File: config.mk
export PLATFORM = sky130hd
export DESIGN_NAME = dfcm_out_fifo
export DESIGN_NICKNAME = d
export VERILOG_FILES = /design/src/rtl/core/dfcm_pkg.sv /design/src/rtl/core/dfcm_out_fifo.sv
export SDC_FILE = /design/constraint.sdc
export NUM_CORES = 1
export LEC_CHECK = 0
export ABC_AREA = 1
export ABC_CLOCK_PERIOD_IN_PS = 5400
export BUFFER_PORTS_ARGS = -buffer_cell sky130_fd_sc_hd__buf_2
export CORE_MARGIN = 2
export CORE_UTILIZATION = 62
export DETAILED_ROUTE_END_ITERATION = 6
export PLACE_DENSITY = 0.85
export SYNTH_ARGS = -nofsm -noshare
export SYNTH_HDL_FRONTEND = slang
export SYNTH_SLANG_ARGS = --single-unit
File: constraint.sdc
create_clock -name clk -period 5.4 [get_ports clk]
set_input_delay 0.81 -clock clk [delete_from_list [all_inputs] [get_ports clk]]
set_output_delay 0.81 -clock clk [all_outputs]
set_load 0.02 [all_outputs]
File: src/rtl/core/dfcm_pkg.sv
// Shared constants and types for the DFCM stride value predictor.
package dfcm_pkg;

  localparam int VAL_W         = 64;
  localparam int TABLE_ENTRIES = 65536;
  localparam int MAX_ORDER     = 3;

  // hash width is floor(log2(TABLE_ENTRIES)); table depth follows from it
  localparam int HASH_W     = $clog2(TABLE_ENTRIES + 1) - 1;
  localparam int TBL_DEPTH  = 1 << HASH_W;
  localparam int FOLD_CHUNKS = (VAL_W + HASH_W - 1) / HASH_W;

  localparam int ORDER_W  = 2;
  localparam int PERIOD_W = 6;
  localparam int CFG_W    = 6;
  localparam int CFG_IDX_W = 1;

  localparam logic [CFG_IDX_W-1:0] CFG_HISTORY_ORDER = 1'b0;
  localparam logic [CFG_IDX_W-1:0] CFG_SHIFT_PERIOD  = 1'b1;

  localparam int FIFO_DEPTH = 4;
  localparam int FIFO_PTR_W = $clog2(FIFO_DEPTH);
  localparam int FIFO_CNT_W = $clog2(FIFO_DEPTH + 1);

  typedef logic [VAL_W-1:0]  val_t;
  typedef logic [HASH_W-1:0] hash_t;

  // one delta-table line
  typedef struct packed {
    val_t recent;
    val_t older;
  } line_t;

  // per-transaction context handed from the history unit to the table stage
  typedef struct packed {
    hash_t idx;
    val_t  last_value;
    val_t  delta;
  } item_t;

  typedef struct packed {
    val_t predict_older;
    val_t predict_recent;
  } result_t;

endpackage

File: src/rtl/core/dfcm_out_fifo.sv
// Result buffer between the table stage and the output channel.
module dfcm_out_fifo import dfcm_pkg::*; (
  input  logic                  clk,
  input  logic                  rst_n,
  input  logic                  push,
  input  result_t               push_data,
  output logic                  pop_valid,
  input  logic                  pop_ready,
  output result_t               pop_data,
  output logic [FIFO_CNT_W-1:0] count
);

  result_t               buf_r [FIFO_DEPTH];
  logic [FIFO_PTR_W-1:0] wr_ptr_r, rd_ptr_r;
  logic [FIFO_CNT_W-1:0] cnt_r;
  logic                  pop;

  assign pop = pop_valid && pop_ready;

  always_ff @(posedge clk) begin
    if (!rst_n) begin
      wr_ptr_r <= '0;
      rd_ptr_r <= '0;
      cnt_r    <= '0;
    end else begin
      if (push) begin
        wr_ptr_r <= wr_ptr_r + FIFO_PTR_W'(1);
      end
      if (pop) begin
        rd_ptr_r <= rd_ptr_r + FIFO_PTR_W'(1);
      end
      cnt_r <= cnt_r + FIFO_CNT_W'(push) - FIFO_CNT_W'(pop);
    end
  end

  always_ff @(posedge clk) begin
    if (push) begin
      buf_r[wr_ptr_r] <= push_data;
    end
  end

  assign pop_valid = (cnt_r != '0);
  assign pop_data  = buf_r[rd_ptr_r];
  assign count     = cnt_r;

endmodule

---- Word-level counts from Yosys, hierarchy flattened ----
Memories as Yosys holds them, arrays and structs flattened. A register that Yosys moved wholly into a read port is not among the register bits.
Index checks and enable logic that the tools add are counted.
word-level totals
  output and inout port bits .............. 132
  memories ................................ 1
  memory bits (writable) .................. 512
  word-level logic and storage cells ...... 14
  input bits .............................. 132
  bits in registers ....................... 7
cells by class
  add/subtract/negate cells ............... 4
  multiplexer cells ....................... 4
  reduce and logical (&&, ||, !) cells .... 2
memory list
  name   words  width  read ports  clocked after Yosys merged registers in  wr ports  line                 text
  buf_r  4      128    1           1                                        1         dfcm_out_fifo.sv:13  result_t buf_r [FIFO_DEPTH];
operators by type and width
  operator                                                       number
  2-bit by 1-bit adder with 2-bit output, second input constant  2
  2-bit two-way mux                                              2
  3-bit by 1-bit adder with 3-bit output                         1
  3-bit nonzero test                                             1
  3-bit by 1-bit subtractor with 3-bit output                    1
  1-bit two-way mux                                              2
  1-bit logical AND                                              1

---- Logic depth before layout (Yosys ltp) ----
  depth after elaboration ................. 4
  depth in mapped cells ................... 9

---- Worst setup path before layout ----
No wires, ideal clock.
  path type ............................... input-to-reg
  start point ............................. in push
  end point ............................... mem buf_r[2][0] (netlist bit) (enable)
  data required time ...................... 4.919 ns
  setup time .............................. 0.481 ns
  stages on the path ...................... 2
  slack ................................... 1.610 ns
  data arrival time ....................... 3.309 ns
  path through ............................ nand2_1 inv_1
between the ends
  longest elaborated chain between the ends .. 2
ends and longest elaborated chain
  item                                     line                 text
  from (decl)                              dfcm_out_fifo.sv:5   input logic push,
  1-bit two-way mux                        dfcm_out_fifo.sv:37  if (push) begin
  1-bit two-way mux (not written as such)  dfcm_out_fifo.sv:38  buf_r[wr_ptr_r] <= push_data;
  to (decl)                                dfcm_out_fifo.sv:13
Every way passes these cells.

==> summary.txt <==
Finish
  – Final #Nets: ~1700
  – Most common cell after layout, fill and taps aside: edfxtp_1
  – Share of layout cells above drive strength 1: a little over a quarter
  – FILL cells: 1930
  – Most frequent cells in the layout: edfxtp_1, buf_2, nor2_1
  – Area growth from synthesis to layout: 14.5%

Synthesis
  – Netlist cell types: 23
  – Yosys warnings: 0
  – Area leader, netlist: edfxtp_1
  – Register area share after synthesis: 78.5%
  – Register bit total from synthesis: 521
  – Post-Synthesis Cells: roughly 1300
  – Syn Nets: 1437
  – Synthesized area per cell: 15.3 sq um
  – Ranking of synthesized cells by area: edfxtp_1, nor2_1, o21ai_0
  – Post-synth top area share: just under 80%
  – Syn Std Cell Area: 19800 sq um

CTS
  – Worst skew pair latency: 570 ps
  – Root buffer cell: clkbuf_16
  – Clock sink total: 521
  – CTS tree: built
  – Setup bufs post-CTS: 0
  – Clock Tree Buf Depth: 3
  – Htree depth: 2
  – Cts hold-fix bufs: 0
  – Clk slew on worst S/H paths: 60 ps
  – Post_cts resized: 0
  – Cts bufs inserted: 49

Timing
  – Final Hold Viols: 0
  – Slew headroom: about a quarter
  – RSZ-0062 raised after global routing: no
  – Worst-Margin Slew: 1140 ps
  – Fmax achieved: approximately 250 MHz
  – Setup Total Neg Slack: 0 ps
  – Final setup margin: 1430 ps
  – Clk_skew: between 20 and 30 ps
  – Fin. max-slew vios: 0
  – Final setup viols: 0
  – Fin crit share: between 70% and 80%
  – Post-route minimum period: approximately 4000 ps

Routing
  – Final Routed Wirelength: 41700 um
  – Vias per cell: about 6.0
  – 1st-iter DRT viols: 1023
  – Wire per inst: 21.0 um
  – Final ANT Viol Nets: 0
  – DRC violations left: 0
  – Routed vias: 11875
  – Initial DRT Pass Iterations: 7

Global route
  – Grt total ovfl: 0
  – GRT Total Usage: 24.6%
  – Pin count of the biggest net entering global routing: 174
  – First-pass GRT wire length: 63500 um
  – Antenna violations before repair: 12
  – Vias in the first global route: 11852

Floorplanning
  – Initial Util: 62.9%
  – Die area: 33400 sq um
  – Cell Rows: 65
  – Ports: 264
  – Die Ht: 183 um
  – Core area: between 30000 and 40000 sq um
  – Die width: 183 um

Power
  – Pwr dens: 453 nW/um^2
  – Clock Power Share: 30.2%
  – Sw frac: between 30% and 40%
  – Static leakage: 7.91 nW
  – NetSw: 0.00320 W
  – Comb pwr share: 23.5%
  – Seq pwr share: a little under half
  – Peak VDD IR: 0.000372 V
  – Int Pwr: 0.00708 W

Status
  – Status: finished, final reports clean

Run
  – Maxcap violations: 0

Placed design
  – PortBufs: 263
  – Gp weighted congestion: 0.764
  – Hpwl dp: 22900 um
  – Pre-CTS WS: approximately 2200 ps

Critical path
  – Worst Path Arrival: 3160 ps
  – Crit-path max FO: 173
  – Setup crit end kind: output port
  – Kind of critical path: reg -> out
  – CP Launch Type: flop
  – Critical Path RT: approximately 4600 ps

Worst hold path
  – Hold Crit Class: in -> reg
[logic make-up after synthesis]
group                    count (synthesis)  synth area share (%)
adder cells (fa/ha/maj)                  7                 0.480
AO/OA/AOI/OAI                          392                  12.0
flip-flops                             521                  78.5
AND/OR/NAND/NOR                        277                  5.75
buffers and inverters                  101                  3.26
[sequential cells by signal (all words and copies together) (netlist names), named ones only]
register / count
buf_r: 512
count: 3
rd_ptr_r: 2
wr_ptr_r: 2
[metrics by stage]
step                utilization, %  hold slack, ps  std cells  area, sq um  total power, W
finish                        72.1             454       1989        22700          0.0103
global route                  72.0             443       1985        22700          0.0107
CTS                           72.0             432       1982        22700          0.0103
detailed placement            67.4             471       1893        21200         0.00725
global placement              67.4             462       1893        21200         0.00716
floorplan                        -             448       1298        19800         0.00656
[worst paths after layout]
kind | from | to | slack [ps] | depth (start not counted)
hold / removal | push_data[59] | buf_r[1][59] | 450 | 1
hold reg to reg | rd_ptr_r[0] | rd_ptr_r[0] | 480 | 2
setup reg to reg | wr_ptr_r[0] | buf_r[0][115] | 3190 | 5
setup / recovery | flop | pop_data[12] | 1430 | 5
[cell type report]
class / count / area (sq um) / area share, %
multi-input combinational: 676 / 3610 / 15.9
inverter: 17 / 93.8 / 0.414
clock inverter: 27 / 171 / 0.756
clock buffer: 62 / 1270 / 5.62
tap: 402 / 503 / 2.22
sequential: 521 / 15600 / 68.6
antenna: 7 / 17.5 / 0.0772
timing repair buffer: 277 / 1450 / 6.38
[critical path: stages (launching register included)]
cell     delay, ps
dfxtp_4        550
inv_8          670
buf_12         400
o21ai_0        200
o22ai_1        220
buf_2          210
[cell usage after synthesis]
master	number
clkbuf_1	35
o22ai_2	40
fa_1	1
edfxtp_1	512
nand3_1	2
buf_2	17
nand2_1	14
nor2_1	222
buf_4	9
dfxtp_1	9
buf_1	1
o21ai_0	146
inv_2	2
a21oi_1	5
inv_4	1
nor2_2	39
o22ai_1	88
buf_6	17
buf_12	5
ha_1	6
o21ai_1	112
inv_1	14
a21boi_1	1
[power by group through the flow]
| stage | Combinational (W) | Clock (W) | Sequential [W] |
|---|---|---|---|
| 6_report | 0.00242 | 0.00311 | 0.00476 |
| 5_1_grt | 0.00261 | 0.00331 | 0.00477 |
| 4_1_cts | 0.00242 | 0.00314 | 0.00476 |
| 3_5_place_dp | 0.00240 | 0 | 0.00484 |
| 3_3_place_gp | 0.00233 | 0 | 0.00483 |
| 2_1_floorplan | 0.00177 | 0 | 0.00479 |
[per-layer routing]
metal	GRT usage, %	wire length [um]	up-vias
met1	31.4	15800	5891
met2	41.6	20800	490
li1	-	-	5396
met3	7.23	4060	86
met5	0	74	-
met4	6.77	1010	12
Power figures use the tool's default switching activity.
