### config.mk
export PLATFORM = sky130hd
export DESIGN_NAME = dfcm_hist
export DESIGN_NICKNAME = d
export VERILOG_FILES = /design/src/rtl/core/dfcm_pkg.sv /design/src/rtl/core/dfcm_hist.sv
export SDC_FILE = /design/constraint.sdc
export NUM_CORES = 1
export LEC_CHECK = 0
export BUFFER_PORTS_ARGS = -buffer_cell sky130_fd_sc_hd__buf_4
export CORE_MARGIN = 2
export CORE_UTILIZATION = 54
export DETAILED_ROUTE_END_ITERATION = 8
export PLACE_DENSITY = 0.8
export SYNTH_ARGS = -nofsm -noshare
export SYNTH_HDL_FRONTEND = slang
export SYNTH_SLANG_ARGS = --single-unit
### constraint.sdc
create_clock -name clk -period 5 [get_ports clk]
set_clock_uncertainty 0.15 [all_clocks]
set_input_delay 1 -clock clk [delete_from_list [all_inputs] [get_ports clk]]
set_output_delay 1 -clock clk [all_outputs]
set_load 0.05 [all_outputs]
### src/rtl/core/dfcm_pkg.sv
// Shared constants and types for the DFCM stride value predictor.
package dfcm_pkg;

  localparam int VAL_W         = 64;
  localparam int TABLE_ENTRIES = 65536;
  localparam int MAX_ORDER     = 3;

  // hash width is floor(log2(TABLE_ENTRIES)); table depth follows from it
  localparam int HASH_W     = $clog2(TABLE_ENTRIES + 1) - 1;
  localparam int TBL_DEPTH  = 1 << HASH_W;
  localparam int FOLD_CHUNKS = (VAL_W + HASH_W - 1) / HASH_W;

  localparam int ORDER_W  = 2;
  localparam int PERIOD_W = 6;
  localparam int CFG_W    = 6;
  localparam int CFG_IDX_W = 1;

  localparam logic [CFG_IDX_W-1:0] CFG_HISTORY_ORDER = 1'b0;
  localparam logic [CFG_IDX_W-1:0] CFG_SHIFT_PERIOD  = 1'b1;

  localparam int FIFO_DEPTH = 4;
  localparam int FIFO_PTR_W = $clog2(FIFO_DEPTH);
  localparam int FIFO_CNT_W = $clog2(FIFO_DEPTH + 1);

  typedef logic [VAL_W-1:0]  val_t;
  typedef logic [HASH_W-1:0] hash_t;

  // one delta-table line
  typedef struct packed {
    val_t recent;
    val_t older;
  } line_t;

  // per-transaction context handed from the history unit to the table stage
  typedef struct packed {
    hash_t idx;
    val_t  last_value;
    val_t  delta;
  } item_t;

  typedef struct packed {
    val_t predict_older;
    val_t predict_recent;
  } result_t;

endpackage

### src/rtl/core/dfcm_hist.sv
// History hashes, last value and update counter; forms the table index.
module dfcm_hist import dfcm_pkg::*; (
  input  logic                clk,
  input  logic                rst_n,
  input  logic                accept,
  input  val_t                value,
  input  logic [ORDER_W-1:0]  history_order,
  input  logic [PERIOD_W-1:0] shift_period,
  output item_t               item
);

  val_t                last_value_r, last_value_nxt;
  hash_t               hist_r [MAX_ORDER];
  hash_t               hist_nxt [MAX_ORDER];
  logic [PERIOD_W-1:0] cnt_r, cnt_nxt;
  logic [PERIOD_W-1:0] cnt_inc;
  val_t                delta;
  hash_t               fold;
  hash_t               idx;
  logic                do_shift;

  assign delta   = value - last_value_r;
  assign cnt_inc = cnt_r + PERIOD_W'(1);
  assign do_shift = (cnt_inc == shift_period);

  always_comb begin
    fold = '0;
    for (int i = 0; i < FOLD_CHUNKS; i++) begin
      fold = fold ^ HASH_W'(delta >> (i * HASH_W));
    end
  end

  // order zero acts as one, anything above the deepest history saturates
  always_comb begin
    idx = hist_r[0];
    for (int i = 0; i < MAX_ORDER; i++) begin
      if ((int'(history_order) == i + 1) ||
          (i == MAX_ORDER - 1 && int'(history_order) > MAX_ORDER)) begin
        idx = hist_r[i];
      end
    end
  end

  always_comb begin
    last_value_nxt = last_value_r;
    cnt_nxt        = cnt_r;
    for (int i = 0; i < MAX_ORDER; i++) begin
      hist_nxt[i] = hist_r[i];
    end
    if (accept) begin
      cnt_nxt = cnt_inc;
      if (do_shift) begin
        cnt_nxt        = '0;
        last_value_nxt = value;
        hist_nxt[0]    = fold;
        for (int i = 1; i < MAX_ORDER; i++) begin
          hist_nxt[i] = (hist_r[i-1] << 1) ^ fold;
        end
      end
    end
  end

  always_ff @(posedge clk) begin
    if (!rst_n) begin
      last_value_r <= '0;
      cnt_r        <= '0;
      for (int i = 0; i < MAX_ORDER; i++) begin
        hist_r[i] <= '0;
      end
    end else begin
      last_value_r <= last_value_nxt;
      cnt_r        <= cnt_nxt;
      for (int i = 0; i < MAX_ORDER; i++) begin
        hist_r[i] <= hist_nxt[i];
      end
    end
  end

  assign item.idx        = idx;
  assign item.last_value = last_value_r;
  assign item.delta      = delta;

endmodule

# Word-level counts from Yosys, hierarchy flattened
# Memories as Yosys holds them, arrays and structs flattened.
# Index checks and enable logic that the tools add are counted.
# op_classes
n_addsub,2
eq_ne,3
n_mux,10
bitwise_logic,8
reduce_logical,1
# ops
cell,n
48-bit two-way mux,2
16-bit two-way mux,5
16-bit bitwise XOR,5
64-bit subtractor,1
"6-bit by 1-bit adder with 6-bit output, second input constant",1
6-bit == test,1
6-bit two-way mux,1
1-bit bitwise OR,3
"2-bit by 1-bit == test with 1-bit output, second input constant",1
"2-bit == test, second input constant",1
1-bit two-way mux,2
2-bit AND reduction,1
# totals
regBits,70
ram_bits,48
input_bits,75
output_inout_bits,144
elab_cells,27
mem_count,1
# mem_list
name,depth,word_bits,read_ports,rd_clocked_by_memory_dff,wr,line_no,text
hist_r,3,16,3,0,3,dfcm_hist.sv:13,hash_t hist_r [MAX_ORDER];

# Logic depth before layout (Yosys ltp)
# Gate-level depths: netlist of run 1.
# logic_depth
word_depth,8
depth_mapped,15
mapped_depth_nobuf,15

# Worst setup path after synthesis of run 1
# No wires, ideal clock.
# synth_path
path_kind,input to output
startpoint,input value[0]
endpoint,output item[58] in the netlist's numbering
t_arrival_ns,3.983
required_time_ns,3.850
path_slack_ns,-0.133
cell_stages,13
n_path_buf,0
path_cell_list,inv_1 ha_1 inv_1 fa_1 a21oi_1 o211ai_1 a21oi_1 o31a_1 o21a_1 nor2_2 a31oi_1 o21ai_1 xnor2_1
# synth_rtl
element,line_no,text
start: declaration,dfcm_hist.sv:6,"input val_t value,"
end: declaration,dfcm_hist.sv:9,output item_t item

==> results of run 1 <==
-- critical path: cells and delay by family --
family,cells,cell delay [ns]
AOI/OAI and AO/OA,6,1.61
adders and majority gates,1,0.37
buffers and inverters,4,0.68
and+or+nand+nor,1,0.11
-- power by group --
part           switching, mW  internal (mW)  leakage (nW)  total, mW
Clock                  0.585          0.678         0.297       1.26
Combinational          0.942          0.584          4.00       1.53
Sequential           0.00755          0.925         0.927      0.932
-- flip-flops by register name, indices dropped and copies added (netlist names) --
register      count
last_value_r     64
hist_r           45
cnt_r             6
-- per-layer routing --
metal  share of wire, %  wire length (um)  global-route usage (%)
met1                 41             13770                   44.73
met2                 47             15760                   58.75
met3                8.2              2746                   6.579
met4                3.2              1062                   11.90
met5                  0                 0                       0
-- synthesized netlist by cell type, drive strengths merged, types with 16 or more instances --
| master | instances | share of area (%) |
|---|---|---|
| o21ai | 59 | 3.1 |
| nand3 | 25 | 1.3 |
| xnor2 | 76 | 7.0 |
| xnor3 | 16 | 3.7 |
| a21o | 24 | 1.9 |
| inv | 85 | 3.3 |
| nor3 | 27 | 1.4 |
| a21oi | 178 | 9.2 |
| o21a | 18 | 1.4 |
| nand4 | 19 | 1.2 |
| clkbuf | 66 | 2.6 |
| ha | 64 | 8.3 |
| xor2 | 36 | 3.3 |
| dfxtp | 115 | 24 |
| nor2 | 81 | 3.2 |
| nand2 | 224 | 8.7 |
| mux2i | 18 | 1.9 |
-- kinds of logic after synthesis --
group | share of synthesized area (%)
xor gates and xnor gates | 14.75
DFF | 23.79
adders and majority gates | 8.482
AOI/OAI and AO/OA | 24.71
muxes | 1.978
buffers and inverters | 6.387
and+or+nand+nor | 19.90
-- what timing repair did --
| action | CTS | global route |
|---|---|---|
| endpoints found under the setup margin | 13 | 18 |
| hold buffers | 0 | 0 |
| endpoints found under the hold margin | 0 | 0 |
| buffers inserted | 0 | 7 |
| resized for setup | 6 | 30 |
| pin swaps | 0 | 9 |
| gates cloned | 0 | 0 |
-- layout by cell type, fill, tap and decap left out, types with 19 or more instances in the layout --
cell type,instances
dfxtp_1,115
a21o_1,24
buf_4,296
o21ai_0,52
xnor2_1,73
inv_1,84
nand2_1,223
a21oi_1,170
nand4_1,19
nand3_1,25
xor2_1,35
nor2_1,80
nor3_1,25
ha_1,60
-- layout make-up --
cell class,count,area [um^2],share of cell area [%]
multi-input combinational,1030,6910,54.46
inverter,85,319.1,2.514
timing repair buffer,299,2265,17.85
clock buffer,17,425.4,3.352
sequential,115,2302,18.14
tap,225,281.5,2.218
clock inverter,15,186.4,1.469
-- metrics by stage --
stage | setup TNS [ns] | power (mW) | hold WS (ns) | cells | util, %
3_5_place_dp | -0.6679 | 2.428 | 0.2983 | 1747 | 68.23
4_1_cts | 0 | 3.688 | 0.3099 | 1779 | 71.85
6_report | 0 | 3.721 | 0.3051 | 1786 | 72.86
2_1_floorplan | 0 | 1.916 | 0.2815 | 1307 | -
3_3_place_gp | -0.5628 | 2.416 | 0.2908 | 1747 | 68.23
5_1_grt | -0.05710 | 3.840 | 0.3314 | 1786 | 72.86
-- path summary, 6_finish.rpt --
kind	start	to	slack, ns	cells past startpoint
setup / recovery	value[4]	item[39]	0.07	12
hold / removal	hist_r[0][36]	hist_r[0][36]	0.31	2
setup reg to reg	last_value_r[1]	hist_r[0][19]	0.87	15
hold reg to reg	hist_r[0][36]	hist_r[0][36]	0.31	2
==> results.sh, run 1 <==
export IMPL_outcome="finished clean"
export IMPL_numClockSinks=115
export IMPL_ys_seq_area_share_pct=23.79
export IMPL_firstDrtPassIters=5
export IMPL_peakVddDrop_v=0.0002738
export IMPL_ys_async_sr_fraction_pct=0
export IMPL_rows=48
export IMPL_critical_path_max_fanout=4
export IMPL_cts_tree="done"
export IMPL_antenna_found_initial=0
export IMPL_final_setup_worst_slack_ns=0.06524
export IMPL_dpl_hpwl_mm=25.95
export IMPL_cts_root_buf="clkbuf_16"
export IMPL_drive_gt1_share_pct=24.54
export IMPL_place_gp_congestion=0.9688
export IMPL_die_area_um2=19010
export IMPL_crit_required_ns=3.85
export IMPL_place_area_um2=11880
export IMPL_fin_crit_sh_pct=98.70
export IMPL_fillers=1481
export IMPL_fin_area_um2=12690
export IMPL_wirelength_mm=33.34
export IMPL_cts_made_buffers=17
export IMPL_arrival_ns=3.78
export IMPL_period_needed_ns=4.935
export IMPL_cpMostUsedCell="buf_4"
export IMPL_antenna_cells=0
export IMPL_drv_slew=0
export IMPL_dieHeight_um=137.9
export IMPL_synth_area_um2=9677
export IMPL_place_ws_ns=-0.1821
export IMPL_setup_viol=0
export IMPL_worst_path_max_delay_cell="a311oi_2"
export IMPL_die_x_um=137.9
export IMPL_synth_warnings=0
export IMPL_clock_fmax_mhz=202.6
export IMPL_antenna_left=0
export IMPL_path_cells="buf_4 -> ha_2 -> nand2_1 -> o21a_1 -> a211oi_4 -> a311o_1 -> a31oi_4 -> buf_4 -> buf_4 -> o211a_1 -> a311oi_2 -> buf_4"
export IMPL_drc_errors=0
export IMPL_max_cap_viol_count=0
export IMPL_rsz0062_at_grt="true"
export IMPL_crit_path_start_kind="input pin"
export IMPL_synth_nets=1447
export IMPL_htreeDepth=4
export IMPL_total_leakage_power_nw=5.229
export IMPL_drt_first_iter_violations=929
export IMPL_wire_per_inst_um=18.67
export IMPL_clkTransAtPathRegs_ns=0.06
export IMPL_max_slew_margin_rel_pct=41.98
export IMPL_grt_ovfl_total=0
export IMPL_grt_max_degree=71
export IMPL_area_growth_syn_to_layout_pct=31.14
export IMPL_endpoint_kind="primary output"
export IMPL_tightest_slew_ns=0.8637
export IMPL_clk_latency_ns=0.43
export IMPL_synth_seq_cells=115
export IMPL_avgSynthCellArea_um2=7.404
export IMPL_io_buffers=218
export IMPL_synth_flop_cell="dfxtp_1"
export IMPL_grt_pass1_vias=9810
export IMPL_io_pins=219
export IMPL_fin_nets=1688
export IMPL_synth_edf_count=0
export IMPL_vias_per_cell=5.927
export IMPL_hold_viol=0
export IMPL_path_class="in2out"
export IMPL_hold_path_class="reg2reg"
export IMPL_power_density_nw_per_um2=293.3
export IMPL_start_util_pct=55.56
export IMPL_synth_cell_types=70
export IMPL_grt_pass1_wl_mm=51.63
export IMPL_track_usage_pct=34.87
export IMPL_vias=10590
export IMPL_slowest_delay_ns=0.38
export IMPL_core_area_um2=17420
export IMPL_clk_path_buf_depth=2
export IMPL_synthCells=1307
No activity file was read; power rests on OpenSTA's default activity.
==> run 2: changes to the inputs <==
BUFFER_PORTS_ARGS = default   (was -buffer_cell sky130_fd_sc_hd__buf_4)
DONT_BUFFER_PORTS = 1   (was default)
PLACE_DENSITY = 0.69   (was 0.8)
==> run 2 against run 1 <==
Clock power about the same; worst hold slack got worse by 0.0025 ns; combinational power shrank 9.8%; maximum frequency rose by 0.87%; sequential share of layout area is 1.6 points higher; cell count shrank 7.6%; via count fell by 8.2%; die area unchanged; routed wire length is 6.3% lower; first-iteration DRC count is 9.9% lower; non-clock buffer count fell by 135; utilization fell by 6.0 points; largest cell class unchanged; largest power group unchanged.
==> results.sh, run 2 (same netlist as run 1, synthesis figures left out) <==
export IMPL_die_area_um2=19010
export IMPL_reg_top3="last_value_r: 64 flops, hist_r: 45 flops, cnt_r: 6 flops"
export IMPL_antenna_left=0
export IMPL_endpoint_kind="primary output"
export IMPL_wire_per_inst_um=18.91
export IMPL_final_setup_worst_slack_ns=0.1076
export IMPL_rsz0062_at_grt="true"
export IMPL_path_class="in2out"
export IMPL_area_growth_syn_to_layout_pct=20.27
export IMPL_regMostFlops="last_value_r"
export IMPL_cts_made_buffers=17
export IMPL_wirelength_mm=31.23
export IMPL_fin_nets=1553
export IMPL_place_ws_ns=-0.05115
export IMPL_drive_gt1_share_pct=16.34
export IMPL_total_leakage_power_nw=4.590
export IMPL_clkTransAtPathRegs_ns=0.06
export IMPL_total_power_mw=3.565
export IMPL_period_needed_ns=4.892
export IMPL_clk_latency_ns=0.43
export IMPL_antenna_cells=0
export IMPL_htreeDepth=4
export IMPL_fin_crit_sh_pct=97.85
export IMPL_arrival_ns=3.74
export IMPL_clk_path_buf_depth=2
export IMPL_critical_path_max_fanout=4
export IMPL_start_util_pct=55.56
export IMPL_drv_slew=0
export IMPL_grt_pass1_wl_mm=47.56
export IMPL_power_density_nw_per_um2=306.3
export IMPL_hold_path_class="reg2reg"
export IMPL_fin_area_um2=11640
export IMPL_vias=9717
export IMPL_io_pins=219
export IMPL_dpl_hpwl_mm=24.47
export IMPL_peakVddDrop_v=0.0002773
export IMPL_cts_tree="done"
export IMPL_crit_path_start_kind="input pin"
export IMPL_grt_ovfl_total=0
export IMPL_cts_root_buf="clkbuf_16"
export IMPL_most_common_layout_cells="nand2_1, a21oi_1, buf_4"
export IMPL_hold_viol=0
export IMPL_grt_pass1_vias=8938
export IMPL_io_buffers=0
export IMPL_drc_errors=0
export IMPL_crit_required_ns=3.85
export IMPL_antenna_found_initial=0
export IMPL_largest_reg_flops=64
export IMPL_track_usage_pct=32.34
export IMPL_grt_max_degree=60
export IMPL_tightest_slew_ns=1.179
export IMPL_place_gp_congestion=0.9693
export IMPL_die_x_um=137.9
export IMPL_layout_commonest_cell="nand2_1"
export IMPL_firstDrtPassIters=6
export IMPL_place_area_um2=10990
export IMPL_drt_first_iter_violations=837
export IMPL_final_core_util_pct=66.82
export IMPL_dieHeight_um=137.9
export IMPL_numClockSinks=115
export IMPL_vias_per_cell=5.886
export IMPL_max_slew_margin_rel_pct=21.63
export IMPL_max_cap_viol_count=0
export IMPL_clock_fmax_mhz=204.4
export IMPL_core_area_um2=17420
export IMPL_setup_viol=0
export IMPL_outcome="finished clean"
export IMPL_rows=48
run 2: cell types whose count changed in the layout (fill, tap and decap cells not counted), moves of 4 or more:
| cell | change |
|---|---|
| buf_4 | -139 |
| clkinv_8 | -6 |
| a21oi_1 | +5 |
| buf_12 | +5 |
| a21oi_2 | -4 |
| ha_1 | +4 |
| ha_2 | -4 |
run 2: final cells by class:
cell class | instances | area [um^2]
fillers | 1580 | 5778
clock inverters | 15 | 158.9
flip-flops and latches | 115 | 2302
inverters | 85 | 319.1
repair buffers | 164 | 1310
well taps | 225 | 281.5
multi-input cells | 1030 | 6842
clock buffers | 17 | 425.4
run 2: per-layer routing:
metal / share of wire (%) / vias up / GRT usage [%]
li1: - / 4774 / -
met1: 42 / 4455 / 41.20
met2: 45 / 411 / 52.15
met3: 11 / 77 / 10.49
met4: 2.7 / 0 / 9.807
met5: 0 / - / 0
run 2: final timing paths:
path,from,to,slack [ns],depth (start not counted)
worst max-delay path,value[0],item[34],0.11,13
worst min-delay path,hist_r[0][36],hist_r[0][36],0.30,2
worst max register to register,last_value_r[34],hist_r[0][20],0.73,16
worst min register to register,hist_r[0][36],hist_r[0][36],0.30,2
run 2: repair_timing:
item,in CTS,in global routing
setup endpoints to repair,3,19
hold buffers,0,0
pin swaps,1,1
resized for setup,1,12
buffers inserted,2,0
run 2: power breakdown:
| group | switching (mW) | internal (mW) | leakage, nW | total (mW) |
|---|---|---|---|---|
| logic | 0.873 | 0.504 | 3.37 | 1.38 |
| registers | 0.00887 | 0.925 | 0.927 | 0.934 |
| clock network | 0.545 | 0.709 | 0.291 | 1.25 |
run 2: through the flow:
stage	cells	setup TNS, ns	hold WS, ns
after floorplan	1307	0	0.2815
after global placement	1617	-0.003057	0.2913
after detailed placement	1617	-0.05115	0.2934
after CTS	1651	0	0.3019
after global routing	1651	-0.03449	0.3135
final	1651	0	0.3026
run 2: critical path: stages:
cell and delay (ns):
inv_1 0.04, ha_1 0.17, inv_1 0.06, fa_1 0.41, a21oi_2 0.20, o211ai_1 0.14, a21oi_2 0.22, o31a_1 0.27
o2111ai_1 0.21, a31o_2 0.28, a21oi_1 0.24, xnor2_2 0.22, buf_4 0.27
==> run 3: changes to the inputs <==
CORE_ASPECT_RATIO = 0.6   (was default)
==> run 3 against run 2 <==
Flip-flop and latch count is the same; sequential power is essentially flat; register-to-register slack gained 0.09 ns; maximum frequency grew 0.48%; first-iteration DRC count grew 27%; die area grew 0.18%; clock-buffer cell count grew 3; sequential share of layout area is essentially flat; non-clock buffer count shrank 5; via count grew 2.4%; largest cell class unchanged.
==> results.sh, run 3 (same netlist as run 1, synthesis figures left out) <==
export IMPL_max_cap_viol_count=0
export IMPL_arrival_ns=3.72
export IMPL_area_growth_syn_to_layout_pct=20.30
export IMPL_place_gp_congestion=0.9789
export IMPL_fillers=1521
export IMPL_regMostFlops="last_value_r"
export IMPL_antenna_left=0
export IMPL_dr_max_layer_used="met4"
export IMPL_clk_path_buf_depth=2
export IMPL_period_needed_ns=4.869
export IMPL_clock_fmax_mhz=205.4
export IMPL_outcome="finished clean"
export IMPL_post_cts_buffers=0
export IMPL_grt_max_degree=89
export IMPL_drt_first_iter_violations=1065
export IMPL_vias=9954
export IMPL_grt_pass1_wl_mm=50.07
export IMPL_core_area_um2=17360
export IMPL_clk_latency_ns=0.43
export IMPL_max_slew_margin_rel_pct=20.42
export IMPL_total_leakage_power_nw=4.577
export IMPL_io_pins=219
export IMPL_antenna_cells=0
export IMPL_die_area_um2=19040
export IMPL_tightest_slew_ns=1.197
export IMPL_vias_per_cell=6.015
export IMPL_cts_root_buf="clkbuf_16"
export IMPL_clkTransAtPathRegs_ns=0.06
export IMPL_layout_commonest_cell="nand2_1"
export IMPL_crit_path_start_kind="input pin"
export IMPL_drive_gt1_share_pct=16.05
export IMPL_grt_pass1_vias=9030
export IMPL_track_usage_pct=33.94
export IMPL_wire_per_inst_um=19.71
export IMPL_cts_made_buffers=17
export IMPL_fin_nets=1548
export IMPL_numClockSinks=115
export IMPL_critical_path_max_fanout=3
export IMPL_largest_reg_flops=64
export IMPL_wirelength_mm=32.62
export IMPL_dpl_cell_count=1623
export IMPL_m1WireLength_mm=15.36
export IMPL_grt_ovfl_total=0
export IMPL_reg2reg_depth=16
export IMPL_fin_setup_tns_ns=0
export IMPL_wl_met3_mm=3.514
export IMPL_dpl_hpwl_mm=25.82
export IMPL_cts_tree="done"
export IMPL_setup_viol=0
export IMPL_antenna_found_initial=0
export IMPL_hold_depth=2
export IMPL_start_util_pct=55.74
export IMPL_reg_top3="last_value_r: 64 flops, hist_r: 45 flops, cnt_r: 6 flops"
export IMPL_most_common_layout_cells="nand2_1, a21oi_1, buf_4"
export IMPL_hold_path_class="reg2reg"
export IMPL_firstDrtPassIters=6
export IMPL_die_x_um=176.8
export IMPL_dieHeight_um=107.7
export IMPL_path_class="in2out"
export IMPL_power_density_nw_per_um2=307.0
export IMPL_endpoint_kind="primary output"
export IMPL_htreeDepth=4
export IMPL_fin_crit_sh_pct=97.38
export IMPL_peakVddDrop_v=0.0002202
export IMPL_drv_slew=0
export IMPL_crit_required_ns=3.85
export IMPL_route_met2_wl_mm=13.23
export IMPL_io_buffers=0
export IMPL_instances_no_fill=1655
export IMPL_rows=37
export IMPL_drc_errors=0
export IMPL_hold_viol=0
## run 3: cell count changes in the layout (fill, tap and decap cells not counted), moves of 2 or more
cell | before | now
buf_4 | 157 | 151
inv_8 | 6 | 0
inv_6 | 5 | 2
a2111oi_2 | 2 | 0
buf_12 | 6 | 8
clkbuf_8 | 0 | 2
clkinv_2 | 2 | 4
clkinv_4 | 0 | 2
## run 3: worst paths after layout
check	from	endpoint	slack (ns)
worst max-delay path	value[18]	item[63]	0.13
worst min-delay path	hist_r[0][36]	hist_r[0][36]	0.30
worst max register to register	last_value_r[15]	hist_r[0][36]	0.82
worst min register to register	hist_r[0][36]	hist_r[0][36]	0.30
## run 3: critical path, stage by stage
cell       delay [ns]
ha_1             0.31
and2_1           0.19
a2111oi_0        0.42
o21ai_1          0.18
a211o_1          0.35
a31oi_4          0.21
nor2_1           0.09
a21oi_2          0.20
o22ai_1          0.15
or2_1            0.33
inv_1            0.15
buf_12           0.15
## run 3: metrics by stage
stage          setup WS, ns  hold WS (ns)  utilization [%]  instance area (um^2)  power (mW)
2_1_floorplan        0.1091        0.2815                -                  9692       1.916
3_3_place_gp        0.07866        0.2887            63.43                 11010       2.326
3_5_place_dp        0.04691        0.2960            63.43                 11010       2.328
4_1_cts             0.03672        0.3041            66.81                 11600       3.559
5_1_grt            -0.03032        0.3356            67.06                 11640       3.692
6_report             0.1308        0.2999            67.06                 11640       3.574
## run 3: area by class of cell
cell class                 instances  area, um^2  area share, %
tap                              234       292.8          2.515
inverter                          85       319.1          2.741
clock inverter                    12       130.1          1.118
timing repair buffer             159        1294          11.11
clock buffer                      20       456.7          3.923
sequential                       115        2302          19.78
multi-input combinational       1030        6847          58.81
## run 3: metal layers
metal / track usage [%] / up-vias
met5: 0 / -
met4: 7.674 / 0
met3: 9.075 / 39
met2: 48.80 / 491
met1: 50.01 / 4653
li1: - / 4771
## run 3: power breakdown
group	leakage (nW)	internal [mW]	switching [mW]
combinational	3.36	0.515	0.892
clock	0.287	0.759	0.473
sequential	0.927	0.926	0.00953
## run 3: repair_timing
| item | 4_1_cts | 5_1_grt |
|---|---|---|
| endpoints found under the setup margin | 0 | 13 |
| hold buffers | 0 | 0 |
| hold endpoints to repair | 0 | 0 |
| resized for setup | 0 | 12 |
